--- src/les_pkg.sv ---
// les_pkg: shared types and constants of the line edit stack
// control bytes, sequencer state type and the result status struct
// no dependencies
package les_pkg;

   localparam logic [7:0] SYM_WORD_ERASE = 8'h40;
   localparam logic [7:0] SYM_CHAR_ERASE = 8'h2C;
   localparam logic [7:0] SYM_CLEAR      = 8'h21;
   localparam logic [7:0] SYM_STOP       = 8'h2E;
   localparam logic [7:0] SYM_SPACE      = 8'h20;

   typedef enum logic [2:0] {
      ST_IDLE,
      ST_ERASE_RD,
      ST_ERASE_CHK,
      ST_PRINT_RD,
      ST_OUT,
      ST_MARK
   } state_type;

   // flags that go with the result transaction on offer
   typedef struct packed {
      logic char_valid;
      logic print_last;
      logic overflow;
      logic line_done;
      logic nonempty;
   } status_type;

endpackage

--- src/les_req_if.sv ---
// les_req_if: input channel of the line edit stack
// valid/ready handshake with one line byte and its line end flag
// no dependencies
interface les_req_if;
   logic       valid;
   logic       ready;
   logic [7:0] symbol;
   logic       line_end;

   modport source (output valid, output symbol, output line_end, input ready);
   modport sink   (input valid, input symbol, input line_end, output ready);
endinterface

--- src/les_rsp_if.sv ---
// les_rsp_if: result channel of the line edit stack
// valid/ready handshake with one printed character and its flags
// no dependencies
interface les_rsp_if;
   logic       valid;
   logic       ready;
   logic [7:0] out_char;
   logic       char_valid;
   logic       print_last;
   logic       overflow;
   logic       line_done;
   logic       nonempty;

   modport source (output valid, output out_char, output char_valid, output print_last,
                   output overflow, output line_done, output nonempty, input ready);
   modport sink   (input valid, input out_char, input char_valid, input print_last,
                   input overflow, input line_done, input nonempty, output ready);
endinterface

--- src/les_ram.sv ---
// les_ram: generic single write, single read RAM with registered read
// no dependencies
module les_ram #(
   parameter int WIDTH = 8,
   parameter int DEPTH = 32
) (
   input  logic                                    clock,
   input  logic                                    wr_en,
   input  logic [(DEPTH > 1 ? $clog2(DEPTH) : 1)-1:0] wr_addr,
   input  logic [WIDTH-1:0]                        wr_data,
   input  logic                                    rd_en,
   input  logic [(DEPTH > 1 ? $clog2(DEPTH) : 1)-1:0] rd_addr,
   output logic [WIDTH-1:0]                        rd_data
);
   logic [WIDTH-1:0] mem_ff [DEPTH];
   logic [WIDTH-1:0] rd_data_ff;

   always_ff @(posedge clock) begin
      if (wr_en) begin
         mem_ff[wr_addr] <= wr_data;
      end
      if (rd_en) begin
         rd_data_ff <= mem_ff[rd_addr];
      end
   end

   assign rd_data = rd_data_ff;
endmodule

--- src/les_seq.sv ---
// les_seq: sequencer of the line edit stack
// owns the stack pointer, the print index and the edit/print state machine
// depends on les_pkg
module les_seq #(
   parameter int DEPTH = 32
) (
   input  logic                                    clock,
   input  logic                                    reset,
   input  logic                                    req_valid,
   output logic                                    req_ready,
   input  logic [7:0]                              req_symbol,
   input  logic                                    req_line_end,
   output logic                                    rsp_valid,
   input  logic                                    rsp_ready,
   output les_pkg::status_type                     rsp_status,
   output logic                                    wr_en,
   output logic [(DEPTH > 1 ? $clog2(DEPTH) : 1)-1:0] wr_addr,
   output logic [7:0]                              wr_data,
   output logic                                    rd_en,
   output logic [(DEPTH > 1 ? $clog2(DEPTH) : 1)-1:0] rd_addr,
   input  logic [7:0]                              rd_data
);
   import les_pkg::*;

   localparam int AW = (DEPTH > 1) ? $clog2(DEPTH) : 1;
   localparam int CW = $clog2(DEPTH + 1);

   state_type      state_ff, state_in;
   logic [CW-1:0]  count_ff, count_in;
   logic [AW-1:0]  idx_ff, idx_in;
   logic           stopped_ff, stopped_in;
   logic           ovf_ff, ovf_in;
   logic           done_ff, done_in;

   logic           accept;
   logic           is_last;
   logic           rsp_take;

   assign accept   = req_valid && req_ready;
   assign rsp_take = rsp_valid && rsp_ready;
   assign is_last  = ((CW'(idx_ff) + CW'(1)) == count_ff);

   // stack pointer, flags and print index
   always_comb begin
      count_in   = count_ff;
      idx_in     = idx_ff;
      stopped_in = stopped_ff;
      ovf_in     = ovf_ff;
      done_in    = done_ff;
      case (state_ff)
         ST_IDLE: begin
            if (accept) begin
               done_in = req_line_end;
               ovf_in  = 1'b0;
               if (!stopped_ff) begin
                  case (req_symbol)
                     SYM_WORD_ERASE: ;
                     SYM_CHAR_ERASE: begin
                        if (count_ff != '0) count_in = count_ff - CW'(1);
                     end
                     SYM_CLEAR: count_in = '0;
                     SYM_STOP:  stopped_in = 1'b1;
                     default: begin
                        if (count_ff != CW'(DEPTH)) count_in = count_ff + CW'(1);
                        else ovf_in = 1'b1;
                     end
                  endcase
               end
            end
         end
         ST_ERASE_CHK: begin
            if (rd_data != SYM_SPACE) count_in = count_ff - CW'(1);
         end
         ST_PRINT_RD: idx_in = '0;
         ST_OUT: begin
            if (rsp_take && !is_last) idx_in = idx_ff + AW'(1);
         end
         default: ;
      endcase
      // line end clears the buffer once the last result is taken
      if (rsp_take && done_ff && (state_ff == ST_MARK || is_last)) begin
         count_in   = '0;
         stopped_in = 1'b0;
      end
   end

   // next state
   always_comb begin
      state_in = state_ff;
      case (state_ff)
         ST_IDLE: begin
            if (accept) begin
               if (stopped_ff) begin
                  state_in = req_line_end ? ST_MARK : ST_IDLE;
               end else if (req_symbol == SYM_WORD_ERASE) begin
                  state_in = ST_ERASE_RD;
               end else begin
                  state_in = (count_in == '0) ? ST_MARK : ST_PRINT_RD;
               end
            end
         end
         ST_ERASE_RD:  state_in = (count_ff == '0) ? ST_MARK : ST_ERASE_CHK;
         ST_ERASE_CHK: state_in = (rd_data != SYM_SPACE) ? ST_ERASE_RD : ST_PRINT_RD;
         ST_PRINT_RD:  state_in = ST_OUT;
         ST_OUT: begin
            if (rsp_take && is_last) state_in = ST_IDLE;
         end
         ST_MARK: begin
            if (rsp_take) state_in = ST_IDLE;
         end
         default: state_in = ST_IDLE;
      endcase
   end

   // outputs
   always_comb begin
      req_ready = 1'b0;
      rsp_valid = 1'b0;
      wr_en     = 1'b0;
      wr_addr   = count_ff[AW-1:0];
      wr_data   = req_symbol;
      rd_en     = 1'b0;
      rd_addr   = idx_ff;
      case (state_ff)
         ST_IDLE: begin
            req_ready = 1'b1;
            if (req_valid && !stopped_ff && count_ff != CW'(DEPTH)
                && req_symbol != SYM_WORD_ERASE && req_symbol != SYM_CHAR_ERASE
                && req_symbol != SYM_CLEAR && req_symbol != SYM_STOP) begin
               wr_en = 1'b1;
            end
         end
         ST_ERASE_RD: begin
            rd_en   = 1'b1;
            rd_addr = AW'(count_ff - CW'(1));
         end
         ST_PRINT_RD: begin
            rd_en   = 1'b1;
            rd_addr = '0;
         end
         ST_OUT: begin
            rsp_valid = 1'b1;
            rd_en     = rsp_ready && !is_last;
            rd_addr   = idx_ff + AW'(1);
         end
         ST_MARK: rsp_valid = 1'b1;
         default: ;
      endcase
      rsp_status.char_valid = (state_ff == ST_OUT);
      rsp_status.print_last = (state_ff == ST_MARK) || is_last;
      rsp_status.overflow   = ovf_ff;
      rsp_status.line_done  = done_ff;
      rsp_status.nonempty   = done_ff && (count_ff != '0);
   end

   always_ff @(posedge clock) begin
      if (reset) begin
         state_ff   <= ST_IDLE;
         count_ff   <= '0;
         stopped_ff <= 1'b0;
         ovf_ff     <= 1'b0;
         done_ff    <= 1'b0;
      end else begin
         state_ff   <= state_in;
         count_ff   <= count_in;
         stopped_ff <= stopped_in;
         ovf_ff     <= ovf_in;
         done_ff    <= done_in;
      end
      idx_ff <= idx_in;
   end
endmodule

--- src/line_edit_stack_unit.sv ---
// line edit stack: one byte per input transaction, prints the buffer after each edit
// an empty result goes out from ST_MARK; a nonempty print reads entry 0 in ST_PRINT_RD, then ST_OUT
// word erase passes ST_ERASE_RD and ST_ERASE_CHK for each char it removes, and stops on the
// empty check or the space check; ready only in idle, so the next byte waits for the last result
// reset: stack pointer, stop flag and flags cleared; store contents undefined, no clear pass
// depends on les_pkg, les_req_if, les_rsp_if, les_ram, les_seq
module line_edit_stack_unit #(
   parameter int DEPTH = 32
) (
   input  logic        clock,
   input  logic        reset,
   les_req_if.sink     req_bus,
   les_rsp_if.source   rsp_bus
);
   import les_pkg::*;

   localparam int AW = (DEPTH > 1) ? $clog2(DEPTH) : 1;

   // ram ports
   logic          wr_en;
   logic [AW-1:0] wr_addr;
   logic [7:0]    wr_data;
   logic          rd_en;
   logic [AW-1:0] rd_addr;
   logic [7:0]    rd_data;

   // flags of the result transaction on offer
   status_type    status;

   // character store, entry 0 is the oldest
   les_ram #(
      .WIDTH (8),
      .DEPTH (DEPTH)
   ) u_store (
      .clock   (clock),
      .wr_en   (wr_en),
      .wr_addr (wr_addr),
      .wr_data (wr_data),
      .rd_en   (rd_en),
      .rd_addr (rd_addr),
      .rd_data (rd_data)
   );

   // edit and print sequencer around the stack pointer
   les_seq #(
      .DEPTH (DEPTH)
   ) u_seq (
      .clock        (clock),
      .reset        (reset),
      .req_valid    (req_bus.valid),
      .req_ready    (req_bus.ready),
      .req_symbol   (req_bus.symbol),
      .req_line_end (req_bus.line_end),
      .rsp_valid    (rsp_bus.valid),
      .rsp_ready    (rsp_bus.ready),
      .rsp_status   (status),
      .wr_en        (wr_en),
      .wr_addr      (wr_addr),
      .wr_data      (wr_data),
      .rd_en        (rd_en),
      .rd_addr      (rd_addr),
      .rd_data      (rd_data)
   );

   // empty marker carries a zero character
   assign rsp_bus.out_char   = status.char_valid ? rd_data : 8'h00;
   assign rsp_bus.char_valid = status.char_valid;
   assign rsp_bus.print_last = status.print_last;
   assign rsp_bus.overflow   = status.overflow;
   assign rsp_bus.line_done  = status.line_done;
   assign rsp_bus.nonempty   = status.nonempty;
endmodule

--- src/flat_wrapper.sv ---
// flat-port wrapper written by rule: the top's interface ports become plain ports
module line_edit_stack_unit_flat import les_pkg::*;
#(
   parameter int DEPTH = 32
)
  (clock, reset, req_bus_valid, req_bus_symbol, req_bus_line_end, req_bus_ready, rsp_bus_valid, rsp_bus_out_char, rsp_bus_char_valid, rsp_bus_print_last, rsp_bus_overflow, rsp_bus_line_done, rsp_bus_nonempty, rsp_bus_ready);
  les_req_if req_bus_i ();
  les_rsp_if rsp_bus_i ();
  input  logic clock;
  input  logic reset;
  input wire logic [$bits(req_bus_i.valid)-1:0] req_bus_valid;
  input wire logic [$bits(req_bus_i.symbol)-1:0] req_bus_symbol;
  input wire logic [$bits(req_bus_i.line_end)-1:0] req_bus_line_end;
  output wire logic [$bits(req_bus_i.ready)-1:0] req_bus_ready;
  output wire logic [$bits(rsp_bus_i.valid)-1:0] rsp_bus_valid;
  output wire logic [$bits(rsp_bus_i.out_char)-1:0] rsp_bus_out_char;
  output wire logic [$bits(rsp_bus_i.char_valid)-1:0] rsp_bus_char_valid;
  output wire logic [$bits(rsp_bus_i.print_last)-1:0] rsp_bus_print_last;
  output wire logic [$bits(rsp_bus_i.overflow)-1:0] rsp_bus_overflow;
  output wire logic [$bits(rsp_bus_i.line_done)-1:0] rsp_bus_line_done;
  output wire logic [$bits(rsp_bus_i.nonempty)-1:0] rsp_bus_nonempty;
  input wire logic [$bits(rsp_bus_i.ready)-1:0] rsp_bus_ready;
  assign req_bus_i.valid = req_bus_valid;
  assign req_bus_i.symbol = req_bus_symbol;
  assign req_bus_i.line_end = req_bus_line_end;
  assign req_bus_ready = req_bus_i.ready;
  assign rsp_bus_valid = rsp_bus_i.valid;
  assign rsp_bus_out_char = rsp_bus_i.out_char;
  assign rsp_bus_char_valid = rsp_bus_i.char_valid;
  assign rsp_bus_print_last = rsp_bus_i.print_last;
  assign rsp_bus_overflow = rsp_bus_i.overflow;
  assign rsp_bus_line_done = rsp_bus_i.line_done;
  assign rsp_bus_nonempty = rsp_bus_i.nonempty;
  assign rsp_bus_i.ready = rsp_bus_ready;
  line_edit_stack_unit #(.DEPTH(DEPTH)) u_core (.clock(clock), .reset(reset), .req_bus(req_bus_i), .rsp_bus(rsp_bus_i));
endmodule
--- config.mk ---
export PLATFORM = sky130hd
export DESIGN_NAME = line_edit_stack_unit_flat
export DESIGN_NICKNAME = d
export VERILOG_FILES = /design/src/les_pkg.sv /design/src/les_req_if.sv /design/src/les_rsp_if.sv /design/src/les_ram.sv /design/src/les_seq.sv /design/src/line_edit_stack_unit.sv /design/src/flat_wrapper.sv
export SDC_FILE = /design/constraint.sdc
export NUM_CORES = 1
export LEC_CHECK = 0
export ABC_AREA = 1
export BUFFER_PORTS_ARGS = -buffer_cell sky130_fd_sc_hd__buf_4
export CAP_MARGIN = 20
export CORE_ASPECT_RATIO = 2
export CORE_MARGIN = 1
export CORE_UTILIZATION = 60
export CTS_BUF_LIST = sky130_fd_sc_hd__clkbuf_8
export CTS_CLUSTER_DIAMETER = 200
export DETAILED_ROUTE_END_ITERATION = 12
export PLACE_DENSITY_LB_ADDON = 0.12
export SLEW_MARGIN = 20
export SYNTH_ARGS = -nofsm -noshare
export SYNTH_HDL_FRONTEND = slang
export SYNTH_SLANG_ARGS = --single-unit
--- constraint.sdc ---
create_clock -name clock -period 3.3 [get_ports clock]
set_input_delay 0.33 -clock clock [delete_from_list [all_inputs] [get_ports clock]]
set_output_delay 0.33 -clock clock [all_outputs]
set_load 0.005 [all_outputs]
==> results of run 1 <==
==> final timing paths <==
check | slack (ps) | startpoint | depth (start not counted) | to
max | 190 | u_core.u_seq.count_ff[0] | 11 | u_core.u_store.mem_ff[2][3]
min | 80 | reset | 2 | u_core.u_seq.done_ff
max reg2reg | 190 | u_core.u_seq.count_ff[0] | 11 | u_core.u_store.mem_ff[2][3]
min reg2reg | 490 | u_core.u_seq.ovf_ff | 2 | u_core.u_seq.ovf_ff
==> logic make-up after synthesis <==
kind of cell             share of synthesized area
buffers and inverters                       0.0585
AO/OA/AOI/OAI                                0.139
AND/OR/NAND/NOR                              0.128
XOR/XNOR                                   0.00490
adder cells (fa/ha/maj)                    0.00500
flip-flops                                   0.665
==> cells in the mapped netlist (all sizes together) <==
master | count | area [um2]
xor2 | 7 | 61.3
a21oi | 71 | 460
o211ai | 48 | 380
o21ai | 144 | 721
nand2 | 120 | 465
o21a | 1 | 7.51
nand4 | 4 | 25.0
nor2 | 189 | 724
buf | 25 | 160
inv | 120 | 450
dfxtp | 12 | 240
nor3 | 9 | 45.0
edfxtp | 269 | 8080
ha | 5 | 62.6
o221ai | 17 | 149
or2 | 3 | 18.8
clkbuf | 32 | 120
a211oi | 1 | 7.51
nor3b | 1 | 7.51
nand3 | 61 | 310
o22ai | 1 | 6.26
==> flip-flops by register name, indices dropped and copies added (netlist names) <==
name	cells
u_core.u_store.mem_ff	256
u_core.u_seq.stopped_ff	1
u_core.u_seq.idx_ff	5
u_core.u_seq.count_ff	6
u_core.u_store.rd_data	8
u_core.u_seq.state_ff	3
u_core.u_seq.ovf_ff	1
u_core.u_seq.done_ff	1
==> report_power, final <==
part	leakage (nW)	internal (mW)	switching [mW]	total [mW]
Sequential	2.52	4.19	0.149	4.33
Combinational	2.32	1.98	4.24	6.21
Clock	0.409	1.26	1.25	2.52
==> area by class of cell <==
type                            instances  area, um2  area share
Clock buffer                           39        537      0.0382
Multi-Input combinational cell        682       3470       0.247
Sequential cell                       281       8320       0.593
Clock inverter                         29        179      0.0127
Tap cell                              266        333      0.0237
Timing Repair Buffer                   90        751      0.0535
Inverter                              120        450      0.0321
==> per-layer routing <==
metal  up-vias  routed length, um  track usage
met4         0               2380        0.237
met3       123               1900       0.0360
met2       387              17900        0.580
li1       4160                  -            -
met1      4272              11000        0.333
met5         -                  0            0
==> critical path: cells and delay by family, from the launching register on <==
family                   cells  cell delay (ps)
flip-flops                   1              460
AND/OR/NAND/NOR              7             1540
adder cells (fa/ha/maj)      1              310
buffers and inverters        3              450
==> results.toml, run 1 <==
[setup_path]
crit_type = "reg -> reg"
slowest_stage = "nor2_2"
path_max_fanout = 8
required_ps = 3480
cpPeakStageDelay_ps = 500
crit_chain = "inv_1 > ha_1 > inv_1 > nor2_1 > nand2_1 > nor2_1 > nor2_1 > nand2_1 > inv_1 > nand2_1 > nor2_2"
critPathCaptureType = "register"
critPathLaunchType = "register"
cp.arrival_ps = 3290

[pwr]
vdd_ir_drop_max_mv = 0.975
power.static_leakage_nw = 5.25
p_total_mw = 13.1
powerDensity_nw_per_um2 = 931

[yosys]
syn-num-nets = 1158
syn_area_um2 = 12500
yosysWarnings = 0
yosysSeqAreaShare = 0.665
yosysUniqueCellTypes = 32
syn_avg_cell_area_um2 = 11.0
synth_cells = 1140
ys_ff_latch = 281

[placed_design]
gp_congestion = 0.974
pre_cts_slack_ps = 87.3
hpwl_um = 22000
dpl.cell_count = 1438
io_buffers = 27
dpl_cell_area_um2 = 13300

[clock_network]
post_cts_buffers = 0
ctsResizeCount = 0
clkTransAtPathRegs_ps = 70
cts.sink_count = 281
cts_made_buffers = 38
cts_root_buffer = "clkbuf_8"
postCtsHoldBufs = 0
worst_skew_pair.late_latency_ps = 530
cts_max_path_buffers = 3
cts_tree = "done"
htreeDepth = 2

[route]
drt_pass1_iterations = 6
drcViolationCount = 0
avgViaCountPerCell = 5.93
route.vias.total = 8942
wire_per_inst_um = 22.0
totalWireLength_um = 33200
ant_nets = 0
drt_iter0_drc = 698

[cells_and_area]
fin_area_um2 = 14000
final_cells = 1507
n_antenna_cell = 0
final_common_cell = "edfxtp_1"
nFillCells = 1590
drive_gt1_frac = 0.160
final_cell_mix = "269 x edfxtp_1, 184 x nor2_1, 118 x inv_1, 117 x nand2_1, 109 x o21ai_0"
nets = 1231
area_growth_pct = 12.3
fin_util = 0.686

[timing]
holdWs_ps = 77.6
relSlewSlack = 0.424
fmax_ghz = 0.322
hold_violations = 0
setup_viol = 0
setup_tns_ps = 0
finalCritPeriodShare = 0.942
fin_crit_ps = 3110
skew_ps = 10.0
setup_slack_ps = 190
worst_pin_slew_ps = 855
slew_violations = 0
rsz0062_at_grt = "no"

[floorplan]
dieArea_um2 = 21500
row_count = 74
start_util = 0.611
io_pins = 28
die_x_um = 104
die_h_um = 206
coreArea_um2 = 20500

[global_route]
antenna_found_initial = 0
grt_pass1_vias = 8734
grt_max_degree = 97
grt_overflow = 0
grt_use_total = 0.317
grt_first_pass_wirelength_um = 49500

[min_path]
hold_path.class = "in -> reg"

[job]
maxCapViolations = 0

[status]
outcome = "finished clean"
(Power assumes the default switching activity.)
==> run 2, diff against run 1 <==
CTS_BUF_LIST = sky130_fd_sc_hd__clkbuf_2 sky130_fd_sc_hd__clkbuf_4 sky130_fd_sc_hd__clkbuf_8   (was sky130_fd_sc_hd__clkbuf_8)
==> run 2 against run 1 <==
Routed wire length grew 0.42%. Power grew 1.2%. Setup slack worse by 23 ps. Die area unchanged. Worst hold slack worse by 6.9 ps. First-iteration DRC count grew 2.6%. Critical path type unchanged.
==> results.toml, run 2 (synthesis results as in run 1) <==
[clock_network]
clkTransAtPathRegs_ps = 70
cts_made_buffers = 38
cts_root_buffer = "clkbuf_8"
postCtsHoldBufs = 0
post_cts_buffers = 0
cts_tree = "done"
htreeDepth = 2
cts_max_path_buffers = 3
cts.sink_count = 281
worst_skew_pair.late_latency_ps = 540
ctsResizeCount = 0

[floorplan]
die_h_um = 206
die_x_um = 104
io_pins = 28
start_util = 0.611
row_count = 74
dieArea_um2 = 21500
coreArea_um2 = 20500

[setup_path]
r2r-end = "u_core.u_store.mem_ff[2][2]"
r2r_start = "u_core.u_seq.count_ff[0]"
cp.arrival_ps = 3310
ff2ff_setup_slack_ps = 170
path_max_fanout = 8
required_ps = 3480
crit_type = "reg -> reg"
critPathLaunchType = "register"
r2r_cells = 11
critPathCaptureType = "register"

[timing]
relSlewSlack = 0.431
rsz0062_at_grt = "no"
hold_violations = 0
holdWs_ps = 70.7
worst_pin_slew_ps = 844
skew_ps = 17.7
fmax_ghz = 0.319
setup_viol = 0
slew_violations = 0
finalCritPeriodShare = 0.949
fin_crit_ps = 3130
setup_tns_ps = 0

[route]
drt_pass1_iterations = 5
avgViaCountPerCell = 5.93
ant_nets = 0
totalWireLength_um = 33300
drcViolationCount = 0
drt_iter0_drc = 716
wire_per_inst_um = 22.1
route.vias.total = 8944

[cells_and_area]
final_cell_mix = "269 x edfxtp_1, 184 x nor2_1, 117 x nand2_1, 109 x o21ai_0, 105 x inv_1"
nets = 1231
n_antenna_cell = 0
top_register = "u_core.u_store.mem_ff"
multi_input_area_um2 = 3470
register_area_um2 = 8320
nFillCells = 1583
area_growth_pct = 12.7
final_common_cell = "edfxtp_1"
largest_reg_flops = 256
drive_gt1_frac = 0.170

[pwr]
powerDensity_nw_per_um2 = 938
power.static_leakage_nw = 5.24
vdd_ir_drop_max_mv = 0.982

[min_path]
hold_path.class = "in -> reg"
hold_end = "u_core.u_seq.done_ff"
min_from = "req_bus_line_end"
min_delay_path_depth = 3

[placed_design]
hpwl_um = 22000
io_buffers = 27
gp_congestion = 0.974

[global_route]
grt_max_degree = 97
grt_overflow = 0
antenna_found_initial = 0
grt_use_total = 0.317
grt_pass1_vias = 8769
grt_first_pass_wirelength_um = 49600

[job]
maxCapViolations = 0

[status]
outcome = "finished clean"
## run 2: cell types whose count changed in the layout (fill, tap and decap cells not counted), sizes merged
cell / change
inv: -13
clkbuf: +13
## run 2: worst max-delay path by stage
stage / cells past startpoint / end / from
after floorplan: 14 / u_core.u_store.rd_data[5] / u_core.u_seq.count_ff[0]
after global placement: 11 / u_core.u_store.mem_ff[2][2] / req_bus_symbol[7]
after detailed placement: 11 / u_core.u_store.mem_ff[2][2] / req_bus_symbol[7]
after CTS: 11 / u_core.u_store.mem_ff[2][3] / u_core.u_seq.count_ff[0]
after global routing: 11 / u_core.u_store.mem_ff[2][3] / u_core.u_seq.count_ff[0]
final: 11 / u_core.u_store.mem_ff[2][2] / u_core.u_seq.count_ff[0]
## run 2: worst max-delay path: stages, from the launching register on
cell and delay [ps]:
dfxtp_1 470, inv_1 210, ha_1 310, inv_1 80, nor2_1 60, nand2_1 90
nor2_1 80, nor2_1 270, nand2_1 180, inv_1 160, nand2_1 380, nor2_2 500
## run 2: routing by layer
metal / vias to the layer above / global-route usage / part of all wire / wire length (um)
met5: - / 0 / 0 / 0
met4: 0 / 0.241 / 0.074 / 2480
met3: 130 / 0.0372 / 0.057 / 1910
met2: 386 / 0.580 / 0.53 / 17700
met1: 4275 / 0.332 / 0.34 / 11200
li1: 4153 / - / - / -
## run 2: through the flow
step / setup WS, ps / instances / power [mW] / utilization / area [um2]
2_1_floorplan: 883 / 1140 / 8.48 / - / 12500
3_3_place_gp: 88.9 / 1438 / 10.5 / 0.651 / 13300
3_5_place_dp: 87.3 / 1438 / 10.5 / 0.651 / 13300
4_1_cts: 83.7 / 1506 / 13.2 / 0.688 / 14100
5_1_grt: 9.92 / 1507 / 13.9 / 0.688 / 14100
6_report: 167 / 1507 / 13.2 / 0.688 / 14100
## run 2: power by group
| part | leakage, nW | switching [mW] | internal, mW |
|---|---|---|---|
| registers | 2.52 | 0.152 | 4.19 |
| logic | 2.32 | 4.24 | 1.98 |
| clock network | 0.400 | 1.25 | 1.41 |
| total | 5.24 | 5.64 | 7.57 |
## run 2: final cells by class
type / count / area share
flip-flops and latches: 281 / 0.591
multi-input cells: 682 / 0.246
repair buffers: 90 / 0.0533
clock buffers: 52 / 0.0450
inverters: 120 / 0.0320
well taps: 266 / 0.0236
clock inverters: 16 / 0.00924
